--- src/tf2x_pkg.sv ---
// Shared types, constants and helper functions for the Threefry-2x32 pipeline.
// Depends on nothing; every other file imports it.
package tf2x_pkg;

    localparam logic [31:0] TF_PARITY = 32'h1BD1_1BDA;
    localparam int unsigned TF_GROUPS = 5;
    localparam int unsigned TF_ROUNDS_PER_GROUP = 4;

    typedef logic [31:0] word_t;

    typedef struct packed {
        word_t key_low;
        word_t key_high;
        word_t count_low;
        word_t count_high;
    } item_t;

    typedef struct packed {
        word_t rand_low;
        word_t rand_high;
    } result_t;

    // Working state carried along the pipeline: the two data words and the
    // three key schedule words.
    typedef struct packed {
        word_t a;
        word_t b;
        word_t ks0;
        word_t ks1;
        word_t ks2;
    } tf_state_t;

    // Rotation distances; first half for odd groups, second half for even ones.
    function automatic int unsigned tf_rot(input int unsigned idx);
        int unsigned d;
        case (idx % 8)
            0: d = 13;
            1: d = 15;
            2: d = 26;
            3: d = 6;
            4: d = 17;
            5: d = 29;
            6: d = 16;
            7: d = 24;
            default: d = 13;
        endcase
        return d;
    endfunction

    // Pick key schedule word idx mod 3.
    function automatic word_t ks_sel(input tf_state_t s, input int unsigned idx);
        word_t w;
        case (idx % 3)
            0: w = s.ks0;
            1: w = s.ks1;
            2: w = s.ks2;
            default: w = s.ks0;
        endcase
        return w;
    endfunction

endpackage

--- src/tf2x_inject.sv ---
// One registered key injection after a group of four rounds.
// Depends on tf2x_pkg.
module tf2x_inject
    import tf2x_pkg::*;
#(
    parameter int unsigned GROUP = 1  // 1..TF_GROUPS
)
(
    input  logic      clk,
    input  logic      rst_n,
    input  logic      en,
    input  logic      vld,
    input  tf_state_t state,
    output logic      vld_q,
    output tf_state_t state_q
);

    localparam word_t GROUP_W = 32'(GROUP);

    logic      vld_reg;
    tf_state_t state_reg;
    tf_state_t state_next;

    always_comb
    begin
        state_next   = state;
        state_next.a = state.a + ks_sel(state, GROUP);
        state_next.b = state.b + ks_sel(state, GROUP + 1) + GROUP_W;
    end

    always_ff @(posedge clk or negedge rst_n)
    begin
        if (!rst_n)
        begin
            vld_reg <= 1'b0;
        end
        else if (en)
        begin
            vld_reg <= vld;
        end
    end

    always_ff @(posedge clk)
    begin
        if (en)
        begin
            state_reg <= state_next;
        end
    end

    assign vld_q   = vld_reg;
    assign state_q = state_reg;

endmodule

--- config.mk ---
export PLATFORM = sky130hd
export DESIGN_NAME = tf2x_inject
export DESIGN_NICKNAME = d
export VERILOG_FILES = /design/src/tf2x_pkg.sv /design/src/tf2x_inject.sv
export SDC_FILE = /design/constraint.sdc
export NUM_CORES = 1
export LEC_CHECK = 0
export BUFFER_PORTS_ARGS = -buffer_cell sky130_fd_sc_hd__buf_2
export CORE_UTILIZATION = 46
export CTS_CLUSTER_SIZE = 25
export DETAILED_ROUTE_END_ITERATION = 12
export PLACE_DENSITY = 0.73
export RECOVER_POWER = 25
export REMOVE_ABC_BUFFERS = 1
export SYNTH_ARGS = -nofsm -noshare
export SYNTH_HDL_FRONTEND = slang
export SYNTH_SLANG_ARGS = --single-unit
export TNS_END_PERCENT = 5
--- constraint.sdc ---
create_clock -name clk -period 1.7 [get_ports clk]
set_clock_uncertainty 0.15 [all_clocks]
set_input_delay 0 -clock clk [delete_from_list [all_inputs] [get_ports clk]]
set_output_delay 0 -clock clk [all_outputs]
set_load 0.01 [all_outputs]
; ---- Word-level counts from Yosys, hierarchy flattened
; Cells that the tools add are included.
[word_totals]
output_inout_bits = 161
inputBits = 164
reg_bits = 161
elab_cells = 9
[op_classes]
addsub = 3
[ops]
columns = operator, n
row1 = 32-bit adder, 2
row2 = 32-bit by 1-bit adder with 32-bit output (second input constant), 1

; ---- Longest topological paths before layout
; Gate-level depths: netlist of run 1.
[depth]
depth_word = 2
mapped_depth = 12
depth_no_buf = 12

; ---- Least setup slack after synthesis of run 1
; No wires, ideal clock.
[synth_path]
path_type = input port to flip-flop
startpoint = in state[0] (netlist bit)
endpoint = reg state_reg (netlist bit state_q[124]) (data pin)
required_time_ps = 1290
cell_stages = 12
slack_ps = -807
t_arrival_ps = 2097
setup_time_ps = 260
cell_sequence = inv_1 -> ha_1 -> inv_1 -> fa_1 -> a21o_1 -> a311oi_1 -> o21bai_1 -> a31oi_4 -> o21bai_1 -> a21o_1 -> a311oi_2 -> xnor2_1
[synth_rtl]
columns = element, line
row1 = "start, declared", tf2x_inject.sv:13  ; input tf_state_t state,
row2 = "end signal, assigned", tf2x_inject.sv:47  ; state_reg <= state_next;
row3 = "end, declared", tf2x_inject.sv:21  ; tf_state_t state_reg;

==> out/metrics.cfg, run 1 <==
[outcome]
outcome=finished with violations
violations=hold timing, setup timing

[yosys]
synth_edf_count=160
synth_cell_type_count=55
syn-instance-count=634
avgSynthCellArea_sq_um=12.84
synth-main-ff-cell=edfxtp_1
syn-cell-area_sq_mm=0.008142
ys_warn_count=0
postSynth.asyncResetShare_pct=0.6211
yosys.area.top_type=edfxtp_1
synth_top_area_share_pct=59.01
synth_seq_area_share_pct=59.32
synth-seq-cells=161
ys_top_cells_by_area=edfxtp_1 (59%), ha_1 (9.5%), xnor2_1 (4.6%), a21oi_1 (3.7%), a21o_1 (2.2%)

[floorplan]
rows=48
io_pins=325
core_sq_mm=0.01730
start_util_pct=47.07
die_area_sq_mm=0.01823
fp.dieH_microns=135.0
dieWidth_microns=135.0

[clock_tree]
cts_root_buf=clkbuf_16
cts_tree=yes
clk_latency_ns=0.43
cts_inserted_buffers=17
htreeDepth=4
cts.path.max_buffers=2
cts_sinks=161
path_clk_slew_ns=0.07

[cells_and_area]
nets=1503
fillCellCount=1007
fin_area_sq_mm=0.01371
area.growth.synth_to_final_pct=68.39
final_cell_mix=buf_2 (282), buf_4 (178), edfxtp_1 (160), dlygate4sd3_1 (127), ha_1 (51)
drive_gt1_share_pct=45.73
regArea_sq_mm=0.004830
layout_commonest_cell=buf_2
multi_input_area_sq_mm=0.003602

[grt]
grt_pass1_vias=8136
grt_max_degree=36
grt_first_pass_wirelength_mm=41.40
globalRouteTotalUtil_pct=29.96
grt_overflow=0
antenna_found_initial=1

[drt]
routed_via_density=5.386
drt-total-wl_mm=28.54
wire_per_inst_microns=18.85
met3_length_mm=2.074
first_iter_violations=671
detail_route.first_pass.iterations=7
drt-met1-wl_mm=10.25
drc_errors=0
wl_met2_mm=14.78
num_vias=8154
ant_nets=0
top_layer=met4

[place]
dpl_cell_area_sq_mm=0.01138
hpwl_mm=17.49
portBuffers=324
gp_congestion=0.8688
pre_cts_ws_ns=-1.095

[worst_setup_path]
critPathArrivalTime_ns=2.16
cp-end-kind=register
timing.critical_path.required_ns=1.73
crit_type=in -> reg
cp_max_fo=3
start_kind=input port

[power]
power_leakage_nw=6.004
p_per_area_mw_per_mm2=913.6
vdd_ir_drop_max_v=0.0007281

[sta]
worstMarginPinSlew_ns=0.4279
min_period_ns=2.136
slew_viol_final=0
rsz0062_at_grt=yes
setup_viol=37
slew-limit-headroom_pct=70.73
finalHoldViolCount=1
max_freq_mhz=468.1
finalCritPeriodShare_pct=125.7
whs_ns=-0.008390
fin_ws_ns=-0.4363

[flow_run]
max_cap_violations=0

[hold_path]
worstHoldPathType=in -> reg

worst paths after layout:
path,start,to,slack [ns],depth (start not counted)
setup / recovery,state[96],state_q[124]$_DFFE_PP_,-0.44,13
hold / removal,state[157],state_q[157]$_DFFE_PP_,-0.008,4
setup reg to reg,vld_q$_DFFE_PN0P_,vld_q$_DFFE_PN0P_,0.23,2
hold reg to reg,vld_q$_DFFE_PN0P_,vld_q$_DFFE_PN0P_,0.93,2
max in group asynchronous,rst_n,vld_q$_DFFE_PN0P_,1.01,3
min in group asynchronous,rst_n,vld_q$_DFFE_PN0P_,0.28,3
cell usage after synthesis (3+ instances only):
cell type / n
nor3_1: 12
a21oi_1: 60
o21ai_0: 25
a211oi_1: 5
nand2_1: 37
nand4_1: 12
clkbuf_1: 15
o211ai_1: 4
edfxtp_1: 160
xnor2_1: 43
inv_1: 14
buf_2: 3
a21o_1: 24
a2111oi_0: 3
nor3b_1: 4
ha_1: 62
nand3_1: 13
o21bai_1: 14
nand2b_1: 6
nor2b_1: 8
nor2_1: 37
a31oi_1: 9
xor2_1: 18
o21a_1: 3
worst max-delay path, cell delays in order:
cell and delay [ns]:
buf_6 0.09, inv_4 0.04, ha_4 0.12, inv_2 0.04
fa_2 0.36, a21o_1 0.19, a311oi_2 0.27, o21bai_2 0.17
a31oi_4 0.18, o21bai_1 0.11, a21o_1 0.22, a311oi_2 0.27
xnor2_1 0.10
stage by stage:
step | utilization (%) | hold WS, ns | std cells | total power, W | TNS, ns
5_1_grt | 79.26 | 0.002974 | 1514 | 0.01296 | -8.761
3_3_place_gp | 65.81 | -0.3742 | 1345 | 0.007938 | -31.57
3_5_place_dp | 65.81 | -0.3742 | 1345 | 0.008011 | -33.60
4_1_cts | 78.08 | -0.3820 | 1509 | 0.01223 | -5.168
2_1_floorplan | - | -0.4456 | 615 | 0.006472 | -15.10
6_report | 79.26 | -0.008390 | 1514 | 0.01253 | -6.717
routing by layer:
metal / vias up / track usage (%)
met5: - / 0
met4: 0 / 16.35
met3: 117 / 6.306
met2: 454 / 53.89
met1: 3861 / 32.91
li1: 3722 / -
flip-flops by register name, indices dropped and copies added (netlist names):
name and cells:
vld_q 1, state_q 160
report_power, final:
group	total, W	internal [W]	switching (W)
sequential	0.00506	0.00493	0.000133
clock	0.00395	0.00210	0.00185
combinational	0.00352	0.00174	0.00178
repair_timing:
| action | in CTS | in global routing |
|---|---|---|
| endpoints found under the hold margin | 148 | 1 |
| gates resized for setup | 45 | 49 |
| hold buffers | 126 | 1 |
| pin swaps | 31 | 21 |
| setup buffers | 6 | 3 |
| setup endpoints to repair | 43 | 43 |
layout make-up:
cell class / instances / share of cell area (%)
Sequential cell: 161 / 35.23
Timing Repair Buffer: 641 / 31.67
Multi-Input combinational cell: 440 / 26.28
Clock buffer: 17 / 3.103
Tap cell: 225 / 2.053
Clock inverter: 15 / 1.232
Inverter: 14 / 0.4198
Antenna cell: 1 / 0.01825
cells by family (layout without fill, tap and decap cells):
family          after synthesis  after routing  share of synthesized area (%)
compound gates              173            173                          14.03
xor+xnor                     61             61                          6.562
fa+ha+maj                    64             64                          10.02
buf+inv                      33            687                          1.583
flops                       161            161                          59.32
mux                           1              1                         0.1383
other cells                   0              1                              0
simple gates                141            141                          8.345
Power figures use the tool's default switching activity.
==> run 2: changes to the inputs <==
--- a/config.mk
+++ b/config.mk
@@ -12,6 +12,7 @@
 export PLACE_DENSITY = 0.73
 export RECOVER_POWER = 25
 export REMOVE_ABC_BUFFERS = 1
+export SKIP_CTS_REPAIR_TIMING = 1
 export SYNTH_ARGS = -nofsm -noshare
 export SYNTH_HDL_FRONTEND = slang
 export SYNTH_SLANG_ARGS = --single-unit
==> out/metrics.cfg, run 2 (synthesis gave the netlist of run 1 again) <==
[place]
portBuffers=324  ; unchanged
dpl_cell_area_sq_mm=0.01138  ; unchanged
place_inst=1345  ; unchanged
gp_congestion=0.8688  ; unchanged
hpwl_mm=17.49  ; unchanged

[sta]
slew_viol_final=0  ; unchanged
fin_ws_ns=-0.4602  ; -0.02389 ns
setup_viol=38  ; +2.7%
finalHoldViolCount=4  ; +3
rsz0062_at_grt=yes
setup_tns_ns=-7.869  ; -1.151 ns
min_period_ns=2.160  ; +0.02389 ns
max_freq_mhz=462.9  ; -1.1%
whs_ns=-0.03520  ; -0.02681 ns
worstMarginPinSlew_ns=0.4575  ; +0.02962 ns
slew-limit-headroom_pct=68.71  ; -2.0 points
finalCritPeriodShare_pct=127.1  ; +1.4 points

[cells_and_area]
final_cells=1495  ; -1.3%
fillCellCount=1037  ; +3.0%
multi_input_area_sq_mm=0.003531  ; -2.0%
fin_area_sq_mm=0.01348  ; -1.7%
layout_commonest_cell=buf_2
drive_gt1_share_pct=45.98  ; +0.25 points
nets=1483  ; -1.3%
fin_util_pct=77.95  ; -1.3 points
regArea_sq_mm=0.004830  ; unchanged
largest_reg_flops=160  ; unchanged
final_cell_mix=buf_2 (300), buf_4 (180), edfxtp_1 (160), dlygate4sd3_1 (112), ha_1 (52)
area.growth.synth_to_final_pct=65.61

[clock_tree]
path_clk_slew_ns=0.07  ; about the same
cts_inserted_buffers=17  ; unchanged
cts_tree=yes
htreeDepth=4  ; unchanged
clk_latency_ns=0.44  ; about the same
cts_root_buf=clkbuf_16
cts.path.max_buffers=2  ; unchanged
cts_sinks=161  ; unchanged

[worst_setup_path]
cp_max_fo=6  ; +3
critPathArrivalTime_ns=2.19  ; +0.03 ns
timing.critical_path.required_ns=1.72  ; about the same
start_kind=input port
ff2ff_path_depth=2  ; unchanged
crit_type=in -> reg
cp-end-kind=register

[outcome]
violations=hold timing, setup timing
outcome=finished with violations

[floorplan]
start_util_pct=47.07  ; unchanged
die_area_sq_mm=0.01823  ; unchanged
rows=48  ; unchanged
fp.dieH_microns=135.0  ; unchanged
io_pins=325  ; unchanged
core_sq_mm=0.01730  ; unchanged
dieWidth_microns=135.0  ; unchanged

[power]
vdd_ir_drop_max_v=0.0007124  ; -2.2%
p_per_area_mw_per_mm2=921.4  ; +0.85%
power_w=0.01242  ; -0.81%
power_leakage_nw=5.969  ; -0.58%

[hold_path]
hold_depth=4  ; unchanged
worstHoldPathType=in -> reg

[drt]
num_vias=7970  ; -2.3%
top_layer=met4
met3_length_mm=1.754  ; -15%
detail_route.first_pass.iterations=7  ; unchanged
routed_via_density=5.331  ; -1.0%
wl_met2_mm=14.71  ; -0.46%
drt-total-wl_mm=28.19  ; -1.2%
drc_errors=0  ; unchanged
drt-met1-wl_mm=10.34  ; +0.84%
first_iter_violations=594  ; -11%
ant_nets=0  ; unchanged
wire_per_inst_microns=18.86  ; about the same

[grt]
grt_max_degree=36  ; unchanged
globalRouteTotalUtil_pct=24.37  ; -5.6 points
grt_pass1_vias=6972  ; -14%
grt_overflow=0  ; unchanged
grt_first_pass_wirelength_mm=34.02  ; -18%
antenna_found_initial=2  ; +1

[flow_run]
max_cap_violations=0  ; unchanged

-- run 2: area by class of cell --
type | count | area share [%]
Sequential cell | 161 | 35.82
Antenna cell | 2 | 0.03712
Clock inverter | 15 | 1.253
Multi-Input combinational cell | 440 | 26.19
Tap cell | 225 | 2.088
Inverter | 14 | 0.4083
Clock buffer | 17 | 3.155
Timing Repair Buffer | 621 | 31.05
-- run 2: metal layers --
| layer | track usage [%] | up-vias |
|---|---|---|
| li1 | - | 3685 |
| met1 | 28.58 | 3782 |
| met2 | 43.16 | 403 |
| met3 | 4.880 | 100 |
| met4 | 10.67 | 0 |
| met5 | 0 | - |
-- run 2: metrics by stage --
step	hold slack [ns]	setup WS, ns
after floorplan	-0.4456	-0.8071
after global placement	-0.3742	-1.077
after detailed placement	-0.3742	-1.095
after CTS	-0.8333	-0.6433
after global routing	-0.006952	-0.5409
final	-0.03520	-0.4602
-- run 2: report_power, final --
| group | internal (W) | switching (W) | total [W] |
|---|---|---|---|
| logic | 0.00168 | 0.00175 | 0.00343 |
| registers | 0.00493 | 0.000134 | 0.00506 |
| clock network | 0.00210 | 0.00184 | 0.00393 |
-- run 2: critical path, stage by stage --
cell	delay [ns]
buf_2	0.11
ha_1	0.40
nand2_1	0.15
o21ai_0	0.19
a31oi_1	0.24
a21oi_2	0.11
a41o_1	0.27
a221o_1	0.35
nor4_2	0.28
nor3_1	0.09
-- run 2: final timing paths --
path	to	slack [ns]	start
worst min-delay path	state_q[144]$_DFFE_PP_	-0.04	state[143]
worst max-delay path	state_q[127]$_DFFE_PP_	-0.46	state[9]
min in group asynchronous	vld_q$_DFFE_PN0P_	0.25	rst_n
max in group asynchronous	vld_q$_DFFE_PN0P_	1.05	rst_n
worst min register to register	vld_q$_DFFE_PN0P_	0.93	vld_q$_DFFE_PN0P_
worst max register to register	vld_q$_DFFE_PN0P_	0.23	vld_q$_DFFE_PN0P_
