`config.mk`:
```
export PLATFORM = sky130hd
export DESIGN_NAME = tf2x_round
export DESIGN_NICKNAME = d
export VERILOG_FILES = /design/src/tf2x_pkg.sv /design/src/tf2x_round.sv
export SDC_FILE = /design/constraint.sdc
export NUM_CORES = 1
export LEC_CHECK = 0
export BUFFER_PORTS_ARGS = -buffer_cell sky130_fd_sc_hd__buf_2
export CELL_PAD_IN_SITES_DETAIL_PLACEMENT = 0
export CELL_PAD_IN_SITES_GLOBAL_PLACEMENT = 1
export CORE_UTILIZATION = 39
export CTS_CLUSTER_DIAMETER = 80
export DETAILED_ROUTE_END_ITERATION = 6
export PLACE_DENSITY_LB_ADDON = 0.1
export SYNTH_ARGS = -nofsm -noshare
export SYNTH_HDL_FRONTEND = slang
export SYNTH_SLANG_ARGS = --single-unit
```
`constraint.sdc`:
```
create_clock -name clk -period 2.1 [get_ports clk]
set_input_delay 0.21 -clock clk [delete_from_list [all_inputs] [get_ports clk]]
set_output_delay 0.21 -clock clk [all_outputs]
set_load 0.02 [all_outputs]
```
`src/tf2x_pkg.sv`:
```
// Shared types, constants and helper functions for the Threefry-2x32 pipeline.
// Depends on nothing; every other file imports it.
package tf2x_pkg;

    localparam logic [31:0] TF_PARITY = 32'h1BD1_1BDA;
    localparam int unsigned TF_GROUPS = 5;
    localparam int unsigned TF_ROUNDS_PER_GROUP = 4;

    typedef logic [31:0] word_t;

    typedef struct packed {
        word_t key_low;
        word_t key_high;
        word_t count_low;
        word_t count_high;
    } item_t;

    typedef struct packed {
        word_t rand_low;
        word_t rand_high;
    } result_t;

    // Working state carried along the pipeline: the two data words and the
    // three key schedule words.
    typedef struct packed {
        word_t a;
        word_t b;
        word_t ks0;
        word_t ks1;
        word_t ks2;
    } tf_state_t;

    // Rotation distances; first half for odd groups, second half for even ones.
    function automatic int unsigned tf_rot(input int unsigned idx);
        int unsigned d;
        case (idx % 8)
            0: d = 13;
            1: d = 15;
            2: d = 26;
            3: d = 6;
            4: d = 17;
            5: d = 29;
            6: d = 16;
            7: d = 24;
            default: d = 13;
        endcase
        return d;
    endfunction

    // Pick key schedule word idx mod 3.
    function automatic word_t ks_sel(input tf_state_t s, input int unsigned idx);
        word_t w;
        case (idx % 3)
            0: w = s.ks0;
            1: w = s.ks1;
            2: w = s.ks2;
            default: w = s.ks0;
        endcase
        return w;
    endfunction

endpackage

```
`src/tf2x_round.sv`:
```
// One registered mix round: add, rotate by a fixed distance, xor.
// Depends on tf2x_pkg.
module tf2x_round
    import tf2x_pkg::*;
#(
    parameter int unsigned ROT_DIST = 13  // 1..31
)
(
    input  logic      clk,
    input  logic      rst_n,
    input  logic      en,
    input  logic      vld,
    input  tf_state_t state,
    output logic      vld_q,
    output tf_state_t state_q
);

    logic      vld_reg;
    tf_state_t state_reg;
    tf_state_t state_next;
    word_t     sum;
    word_t     rot;

    always_comb
    begin
        sum        = state.a + state.b;
        rot        = (state.b << ROT_DIST) | (state.b >> (32 - ROT_DIST));
        state_next = state;
        state_next.a = sum;
        state_next.b = rot ^ sum;
    end

    always_ff @(posedge clk or negedge rst_n)
    begin
        if (!rst_n)
        begin
            vld_reg <= 1'b0;
        end
        else if (en)
        begin
            vld_reg <= vld;
        end
    end

    always_ff @(posedge clk)
    begin
        if (en)
        begin
            state_reg <= state_next;
        end
    end

    assign vld_q   = vld_reg;
    assign state_q = state_reg;

endmodule

```
# [Word level (Yosys, flattened, before mapping)]
# Cells that the tools add are included.
# Widths: inputs -> output; s select.
[classes] add_sub_neg=1 n_bitwise=2
[op_table] op="$add 32x32->32" n=1
[op_table] op="$or 32x13->32" n=1
[op_table] op="$xor 32x32->32" n=1
[word_totals] regBits=161 input_bits=164

# [Longest topological paths before layout]
# Gate-level depths: netlist (run 1).
[logic_depth] depth_word=2 depth_mapped=10

# [Least setup slack after synthesis (run 1)]
# Ideal clock, no wire load.
[synth_timing] path_kind="input to register" start="input state[96] (netlist bit)" end="register state_reg, in the netlist state_q[112] (data pin)" setup_ns=0.266 arrival_time_ns=2.133 required_ns=1.834 setup_slack_ns=-0.298 stages=10 path_buffers=0 path_cell_list="ha_1 fa_1 a21o_1 a31o_1 a21o_1 a21oi_2 o21ai_2 a41oi_2 xnor2_1 xor2_1"
[synth_lines] element="start, declared" line="tf2x_round.sv:13" rtl="input tf_state_t state,"
[synth_lines] element="end signal, assigned" line="tf2x_round.sv:49" rtl="state_reg <= state_next;"
[synth_lines] element="end, declared" line="tf2x_round.sv:19" rtl="tf_state_t state_reg;"

==> results of run 1 <==
[layout by cell type, fill, tap and decap left out, types with 3 or more instances in the layout]
cell type	synthesis	routed
nor3_1	5	5
nand3_1	9	9
inv_1	6	6
clkbuf_16	0	17
o21ai_2	1	6
xnor2_1	19	17
o21a_1	4	4
buf_2	1	321
dlygate4sd3_1	0	97
a21o_1	11	11
xor2_1	43	42
clkinvlp_4	0	3
inv_8	0	5
o211ai_1	3	3
xnor2_2	1	3
nor2_1	10	9
nand2_1	17	17
o21bai_1	4	4
a21oi_1	32	27
o21ai_0	9	7
a21oi_2	3	7
ha_1	31	26
nand4_1	6	6
edfxtp_1	160	160
ha_4	0	4
buf_4	0	120
[power by group through the flow]
stage | combinational [W] | sequential (W) | clock (W)
floorplan | 0.000607 | 0.00468 | 0
global placement | 0.00219 | 0.00417 | 0
detailed placement | 0.00221 | 0.00418 | 0
CTS | 0.00237 | 0.00412 | 0.00303
global route | 0.00256 | 0.00415 | 0.00316
finish | 0.00242 | 0.00412 | 0.00298
[logic make-up after synthesis]
family	after synthesis	share of synthesized area [%]
compound gates	93	9.73
flops	161	71.2
fa+ha+maj	32	6.02
buf+inv	12	0.683
simple gates	53	3.67
mux	1	0.166
xor+xnor	64	8.49
[through the flow]
stage	utilization (%)	instance area [µm²]	total power [W]	setup WS, ns	instances
finish	67.5	11300	0.00952	0.0652	1206
floorplan	-	6840	0.00529	-0.143	416
global route	67.5	11300	0.00987	-0.0324	1206
CTS	66.8	11200	0.00952	0.0164	1202
detailed placement	57.5	9630	0.00639	-0.604	1073
global placement	57.5	9630	0.00636	-0.526	1073
[registers in the layout, indices dropped and copies added, names as in the netlist]
register and cells:
state_q 160, vld_q 1
[timing repair]
item,4_1_cts,5_1_grt
hold buffers,97,0
gates resized for setup,4,19
pin swaps,0,14
hold endpoints to repair,97,0
endpoints found under the setup margin,10,14
buffers inserted,0,3
[Yosys cell counts, drive strengths merged (2+ instances only)]
cell type    n  area share (%)
edfxtp     160              71
xor2        44             5.8
a21oi       36             3.0
ha          31             5.7
xnor2       20             2.7
nand2       17            0.94
o21ai       16             1.4
a21o        11             1.2
nor2        11            0.65
nand3        9            0.66
inv          6            0.33
nand4        6            0.55
clkbuf       5            0.28
nor3         5            0.37
o211ai       5            0.70
o21a         5            0.57
o21bai       4            0.44
o31ai        3            0.54
a211oi       2            0.22
a31oi        2            0.18
[worst min path at each step]
| stage | start | endpoint | slack (ns) | cells past startpoint |
|---|---|---|---|---|
| 6_report | vld | vld_q | 0.04 | 2 |
| 5_1_grt | vld | vld_q | 0.03 | 2 |
| 4_1_cts | vld | vld_q | 0.009 | 2 |
| 3_5_place_dp | rst_n | vld_q | -0.01 | 1 |
| 3_3_place_gp | rst_n | vld_q | -0.01 | 1 |
| 2_1_floorplan | rst_n | vld_q | -0.09 | 0 |
[cell type report]
cell class	instances	area [µm²]
clock inverters	15	150
fillers	1265	5440
diodes	1	2.50
inverters	6	22.5
multi-input cells	243	2060
flip-flops and latches	161	4830
repair buffers	543	3560
clock buffers	17	425
well taps	220	275
[routing by layer]
metal  part of all wire (%)  vias to the layer above  wire length, µm  global-route usage (%)
met5                  0.057                        -               13                       0
met4                    3.8                        2              866                    12.4
met1                     38                     2774             8680                    29.3
li1                       -                     2721                -                       -
met3                    6.0                       53             1380                    4.88
met2                     52                      241            11900                    45.4
[worst max-delay path: cells and delay by family]
kind | cells | cell delay (ns)
AO/OA/AOI/OAI | 5 | 0.89
adder cells (fa/ha/maj) | 2 | 0.50
XOR/XNOR | 2 | 0.37
buffers and inverters | 1 | 0.10
AND/OR/NAND/NOR | 1 | 0.13
==> impl_metrics.yaml, run 1 <==
outcome:
  status: "completed"
power_and_ir_drop:
  internal_power_w: 0.00663
  vdd_drop_max_mv: 0.568
  combPwrFrac_pct: 25.4
  p_per_area_nw_per_um2: 841
  p_seq_share_pct: 43.2
  static-leakage-power_nw: 5.01
  switching_power_w: 0.00290
  swShare_pct: 30.4
  power.share.clock_pct: 31.3
logic_synthesis:
  syn-cell-area_um2: 6780
  synth_cell_types: 49
  post_synth.cell_area_avg_um2: 16.3
  netlist_instances: 416
  synthArstFlopShare_pct: 0.621
  synth_seq_cells: 161
  yosys_warnings: 0
  syn-num-nets: 612
  synth_ff_type: "edfxtp_1"
  synth_edf_count: 160
  synth_seq_area_share_pct: 71.2
flow_run:
  drv_cap: 0
clock_network:
  clock_sinks: 161
  htreeDepth: 4
  cts-root-buf: "clkbuf_16"
  worstSkewPairLatency_ns: 0.43
  cts_tree: "done"
  clock_path_buffers: 2
  cts_buffers: 17
  clk_pin_slew_ns: 0.07
die:
  coreArea_um2: 16800
  fp.dieH_um: 134
  std_cell_rows: 47
  initial_core_util_pct: 40.4
  die-area_um2: 17900
  io_pins: 325
  die_w_um: 134
global_routing:
  grt_overflow: 0
  grt_pass1_vias: 5988
  grt_max_degree: 41
  grt_use_total_pct: 25.5
  antenna_found_initial: 2
  grt_pass1_wl_um: 33300
setup_path:
  required_ns: 2.27
  rr_worst_depth: 1
  worstSetupEndpointType: "flop"
  r2r_slack_ns: 1.34
  cp_cell_sequence: "buf_8 > ha_4 > fa_2 > a21o_1 > a31o_1 > a21o_1 > a21oi_2 > or3_1 > o211ai_1 > xor2_1 > xor2_1"
  critPathLaunchType: "input port"
  regToRegEndpoint: "vld_q"
  cp_slowest_cell: "fa_2"
  crit_start: "state[96]"
  endpoint: "state_q[108]"
  r2r_start: "vld_q"
  slowest_delay_ns: 0.34
  arrival_ns: 2.21
  worstSetupPathType: "input port to flop"
  crit_fanout: 3
sta:
  tns_ns: 0
  fin_crit_sh_pct: 96.9
  relSlewSlack_pct: 72.1
  fin_worst_skew_ns: 0
  worst_hold_slack_ns: 0.0431
  hold_violations: 0
  fmax_mhz: 491
  period_minus_slack_ns: 2.03
  slew_violations: 0
  worstMarginPinSlew_ns: 0.419
  rsz0062_at_grt: "true"
  finalSetupViolations: 0
hold_path:
  worst_hold_path_type: "input port to flop"
route:
  wl_per_cell_um: 19.0
  routed_wl_um: 22900
  drc_errors: 0
  vias_per_cell: 4.80
  num_vias: 5791
  ant_nets: 0
  first_pass_iters: 4
  drt_iter0_drc: 285
place:
  port_buffers: 324
  place_congestion: 0.888
  hpwlAfterDp_um: 17300
layout:
  area_growth_pct: 67.0
  final_nets: 1168
  drive_above_1_share_pct: 52.4
Note: power is estimated with default switching activity, not from simulation.
==> run 2, diff against run 1 <==
- CTS_CLUSTER_SIZE: unset -> 12
- RECOVER_POWER: unset -> 50
- SKIP_CTS_REPAIR_TIMING: unset -> 1
==> run 2 against run 1 <==
Clock skew did not move. Final area fell by 0.89%. Routed wire length fell by 0.71%. Setup slack got worse by 0.023 ns. Sequential power barely moved. Sequential share of layout area rose by 0.39 points. Non-clock buffer count fell by 1. Sequential cell count did not move. Largest cell class unchanged.
==> impl_metrics.yaml, run 2 (synthesis gave the netlist of run 1 again) <==
power_and_ir_drop:
  swShare_pct: 30.4
  p_per_area_nw_per_um2: 845
  switching_power_w: 0.00288
  static-leakage-power_nw: 4.96
  combPwrFrac_pct: 25.2
  p_seq_share_pct: 43.4
  power.share.clock_pct: 31.4
  internal_power_w: 0.00660
  vdd_drop_max_mv: 0.561
sta:
  fin_worst_skew_ns: 0
  slew_violations: 0
  worstMarginPinSlew_ns: 1.04
  fin_crit_sh_pct: 98.0
  relSlewSlack_pct: 30.8
  period_minus_slack_ns: 2.06
  finalSetupViolations: 0
  fmax_mhz: 486
  worst_hold_slack_ns: 0.0598
  rsz0062_at_grt: "true"
  hold_violations: 0
clock_network:
  cts-root-buf: "clkbuf_16"
  cts_tree: "done"
  clock_sinks: 161
  clk_pin_slew_ns: 0.07
  worstSkewPairLatency_ns: 0.42
  cts_buffers: 17
  htreeDepth: 4
  clock_path_buffers: 2
place:
  dp.cells: 1073
  place_area_um2: 9630
  hpwlAfterDp_um: 17300
  port_buffers: 324
  place_congestion: 0.888
setup_path:
  worstSetupEndpointType: "flop"
  crit_fanout: 5
  worstSetupPathType: "input port to flop"
  cp_slowest_cell: "ha_2"
  critPathLaunchType: "input port"
  arrival_ns: 2.22
  r2r_slack_ns: 1.34
  required_ns: 2.26
  slowest_delay_ns: 0.32
  cp_cell_sequence: "buf_2 > ha_2 > buf_4 > a21oi_2 > o211ai_2 > a21oi_4 > o21ai_2 > a21oi_2 > o21ai_2 > xnor2_2 > xor2_1"
layout:
  drive_above_1_share_pct: 51.2
  seq_area_um2: 4830
  largest_register_ffs: 160
  layout_common_cells: "buf_2, edfxtp_1, buf_4, dlygate4sd3_1, xor2_1"
  layout_commonest_cell: "buf_2"
  fillerInstances: 1287
  area_growth_pct: 65.5
  multi_input_area_um2: 2030
  design_area_um2: 11200
  final_nets: 1167
  layoutNonFillerInstCount: 1205
global_routing:
  grt_max_degree: 41
  antenna_found_initial: 2
  grt_pass1_vias: 5393
  grt_overflow: 0
  grt_pass1_wl_um: 30800
  grt_use_total_pct: 23.5
route:
  top_layer: "met5"
  vias_per_cell: 4.78
  drt-met1-wl_um: 8890
  wl_per_cell_um: 18.9
  met3WireLength_um: 1220
  routed-wl-met2_um: 12000
  drc_errors: 0
  drt_iter0_drc: 335
  num_vias: 5757
  first_pass_iters: 4
  ant_nets: 0
  routed_wl_um: 22700
die:
  std_cell_rows: 47
  io_pins: 325
  fp.dieH_um: 134
  coreArea_um2: 16800
  initial_core_util_pct: 40.4
  die_w_um: 134
  die-area_um2: 17900
flow_run:
  drv_cap: 0
hold_path:
  worst_hold_path_type: "input port to flop"
outcome:
  status: "completed"
==> run 2: final cells by class <==
type | count | area share (%)
clock buffer | 17 | 3.79
antenna | 1 | 0.0223
tap | 220 | 2.45
multi-input combinational | 243 | 18.1
sequential | 161 | 43.1
timing repair buffer | 542 | 31.1
inverter | 6 | 0.201
clock inverter | 15 | 1.34
==> run 2: path summary, 6_finish.rpt <==
check,startpoint,to,depth (start not counted)
setup reg to reg,vld_q,vld_q,1
hold reg to reg,vld_q,vld_q,1
min in group asynchronous,rst_n,vld_q,2
setup / recovery,state[100],state_q[117],11
max in group asynchronous,rst_n,vld_q,2
hold / removal,vld,vld_q,2
==> run 2: routing by layer <==
metal | vias up | GRT usage [%]
li1 | 2721 | -
met1 | 2787 | 27.8
met2 | 208 | 41.5
met3 | 39 | 5.18
met4 | 2 | 8.84
met5 | - | 0
==> run 2: power groups by stage <==
stage / Combinational [W] / Clock, W / Sequential, W
final: 0.00239 / 0.00297 / 0.00412
after global routing: 0.00253 / 0.00315 / 0.00415
after CTS: 0.00222 / 0.00303 / 0.00412
after detailed placement: 0.00221 / 0 / 0.00418
after global placement: 0.00219 / 0 / 0.00417
after floorplan: 0.000607 / 0 / 0.00468
==> run 2: worst max-delay path: cells and delay by family <==
family	cells	cell delay (ns)
xor+xnor	2	0.36
fa+ha+maj	1	0.32
buf+inv	2	0.26
compound gates	6	1.06
==> run 2: through the flow <==
| step | total power, W | worst slack [ns] | setup TNS (ns) | utilization (%) |
|---|---|---|---|---|
| floorplan | 0.00529 | -0.143 | -0.362 | - |
| global placement | 0.00636 | -0.526 | -13.00 | 57.5 |
| CTS | 0.00937 | -0.157 | -0.458 | 60.9 |
| detailed placement | 0.00639 | -0.604 | -15.93 | 57.5 |
| global route | 0.00984 | -0.0418 | -0.154 | 66.9 |
| finish | 0.00948 | 0.0418 | 0 | 66.9 |
==> run 3, diff against run 2 <==
- PLACE_DENSITY: unset -> 0.84
- PLACE_DENSITY_LB_ADDON: 0.1 -> unset
==> run 3 against run 2 <==
Clock-buffer cell count stayed put. Routed wire length is 9.2% higher. Sequential power hardly changed. First-iteration DRC count is 42% higher. Critical path type unchanged.
==> impl_metrics.yaml, run 3 (synthesis gave the netlist of run 1 again) <==
place:
  place_area_um2: 9590
  port_buffers: 324
  place_congestion: 0.929
  dp.cells: 1066
  hpwlAfterDp_um: 18100
power_and_ir_drop:
  static-leakage-power_nw: 4.99
  p_per_area_nw_per_um2: 875
  vdd_drop_max_mv: 0.562
die:
  initial_core_util_pct: 40.4
  coreArea_um2: 16800
  die-area_um2: 17900
  std_cell_rows: 47
  io_pins: 325
  die_w_um: 134
  fp.dieH_um: 134
route:
  vias_per_cell: 4.96
  first_pass_iters: 5
  drt_iter0_drc: 475
  drc_errors: 0
  wl_per_cell_um: 20.6
  routed_wl_um: 24800
  ant_nets: 0
  num_vias: 5959
layout:
  multi_input_area_um2: 2040
  area_growth_pct: 66.3
  seq_area_um2: 4830
  layoutNonFillerInstCount: 1202
  final_nets: 1163
  fillerInstances: 1198
  drive_above_1_share_pct: 51.3
  layout_common_cells: "buf_2, edfxtp_1, buf_4, dlygate4sd3_1, xor2_1"
  design_area_um2: 11300
  layout_commonest_cell: "buf_2"
  largest_register_ffs: 160
setup_path:
  worstSetupPathType: "input port to flop"
  crit_fanout: 3
  required_ns: 2.28
  worstSetupEndpointType: "flop"
  critPathLaunchType: "input port"
  arrival_ns: 2.23
clock_network:
  cts_tree: "done"
  cts-root-buf: "clkbuf_16"
  clock_sinks: 161
  clock_path_buffers: 2
  clk_pin_slew_ns: 0.07
  worstSkewPairLatency_ns: 0.43
  htreeDepth: 4
  cts_buffers: 17
global_routing:
  grt_pass1_wl_um: 32100
  grt_pass1_vias: 5540
  antenna_found_initial: 2
  grt_overflow: 0
  grt_max_degree: 47
  grt_use_total_pct: 24.7
sta:
  period_minus_slack_ns: 2.06
  fin_worst_skew_ns: 0
  tns_ns: 0
  hold_violations: 0
  finalSetupViolations: 0
  rsz0062_at_grt: "true"
  fmax_mhz: 486
  worstMarginPinSlew_ns: 1.10
  slew_violations: 0
  fin_crit_sh_pct: 98.0
  relSlewSlack_pct: 26.3
hold_path:
  worst_hold_path_type: "input port to flop"
outcome:
  status: "completed"
flow_run:
  drv_cap: 0
[run 3: changes by cell type in the layout (fill, tap and decap cells not counted), sizes merged]
cell,change
clkbuf,-4
bufinv,+3
clkinv,-3
clkinvlp,-1
diode,+1
inv,+1
[run 3: final timing paths]
| kind | cells after the start | end | startpoint | slack [ns] |
|---|---|---|---|---|
| worst max-delay path | 11 | state_q[108] | state[96] | 0.04 |
| worst min-delay path | 2 | vld_q | vld | 0.02 |
| worst max register to register | 1 | vld_q | vld_q | 1.35 |
| worst min register to register | 1 | vld_q | vld_q | 0.52 |
| max in group asynchronous | 2 | vld_q | rst_n | 1.90 |
| min in group asynchronous | 2 | vld_q | rst_n | 0.12 |
[run 3: layout make-up]
cell class,instances,area share [%]
multi-input cells,243,18.1
inverters,6,0.200
clock inverters,15,1.73
flip-flops and latches,161,42.8
well taps,220,2.44
diodes,2,0.0444
clock buffers,17,3.77
repair buffers,538,30.9
[run 3: per-stage QoR]
| step | util, % | total power [W] | setup WS (ns) | hold WS [ns] |
|---|---|---|---|---|
| global placement | 57.2 | 0.00636 | -0.379 | -0.0121 |
| CTS | 60.9 | 0.00966 | -0.0606 | -0.471 |
| detailed placement | 57.2 | 0.00641 | -0.503 | -0.0132 |
| global route | 67.2 | 0.0102 | -0.0481 | 0.00967 |
| finish | 67.3 | 0.00986 | 0.0420 | 0.0176 |
| floorplan | - | 0.00529 | -0.143 | -0.0856 |
[run 3: metal layers]
layer / up-vias / global-route usage, % / part of all wire [%]
li1: 2710 / - / -
met1: 2878 / 28.9 / 38
met2: 311 / 42.4 / 52
met3: 60 / 6.16 / 6.8
met4: 0 / 11.9 / 3.9
met5: - / 0 / 0
[run 3: critical path: stages]
cell,delay [ns]
buf_8,0.10
ha_4,0.16
fa_2,0.35
a21o_1,0.20
a31o_1,0.22
a21o_1,0.20
a21oi_2,0.20
or3_1,0.14
o211ai_1,0.10
xor2_1,0.18
xor2_1,0.17
[run 3: report_power, final]
part           switching (W)  internal [W]
clock                0.00137       0.00191
combinational        0.00142       0.00103
sequential          0.000111       0.00402
total                0.00291       0.00696
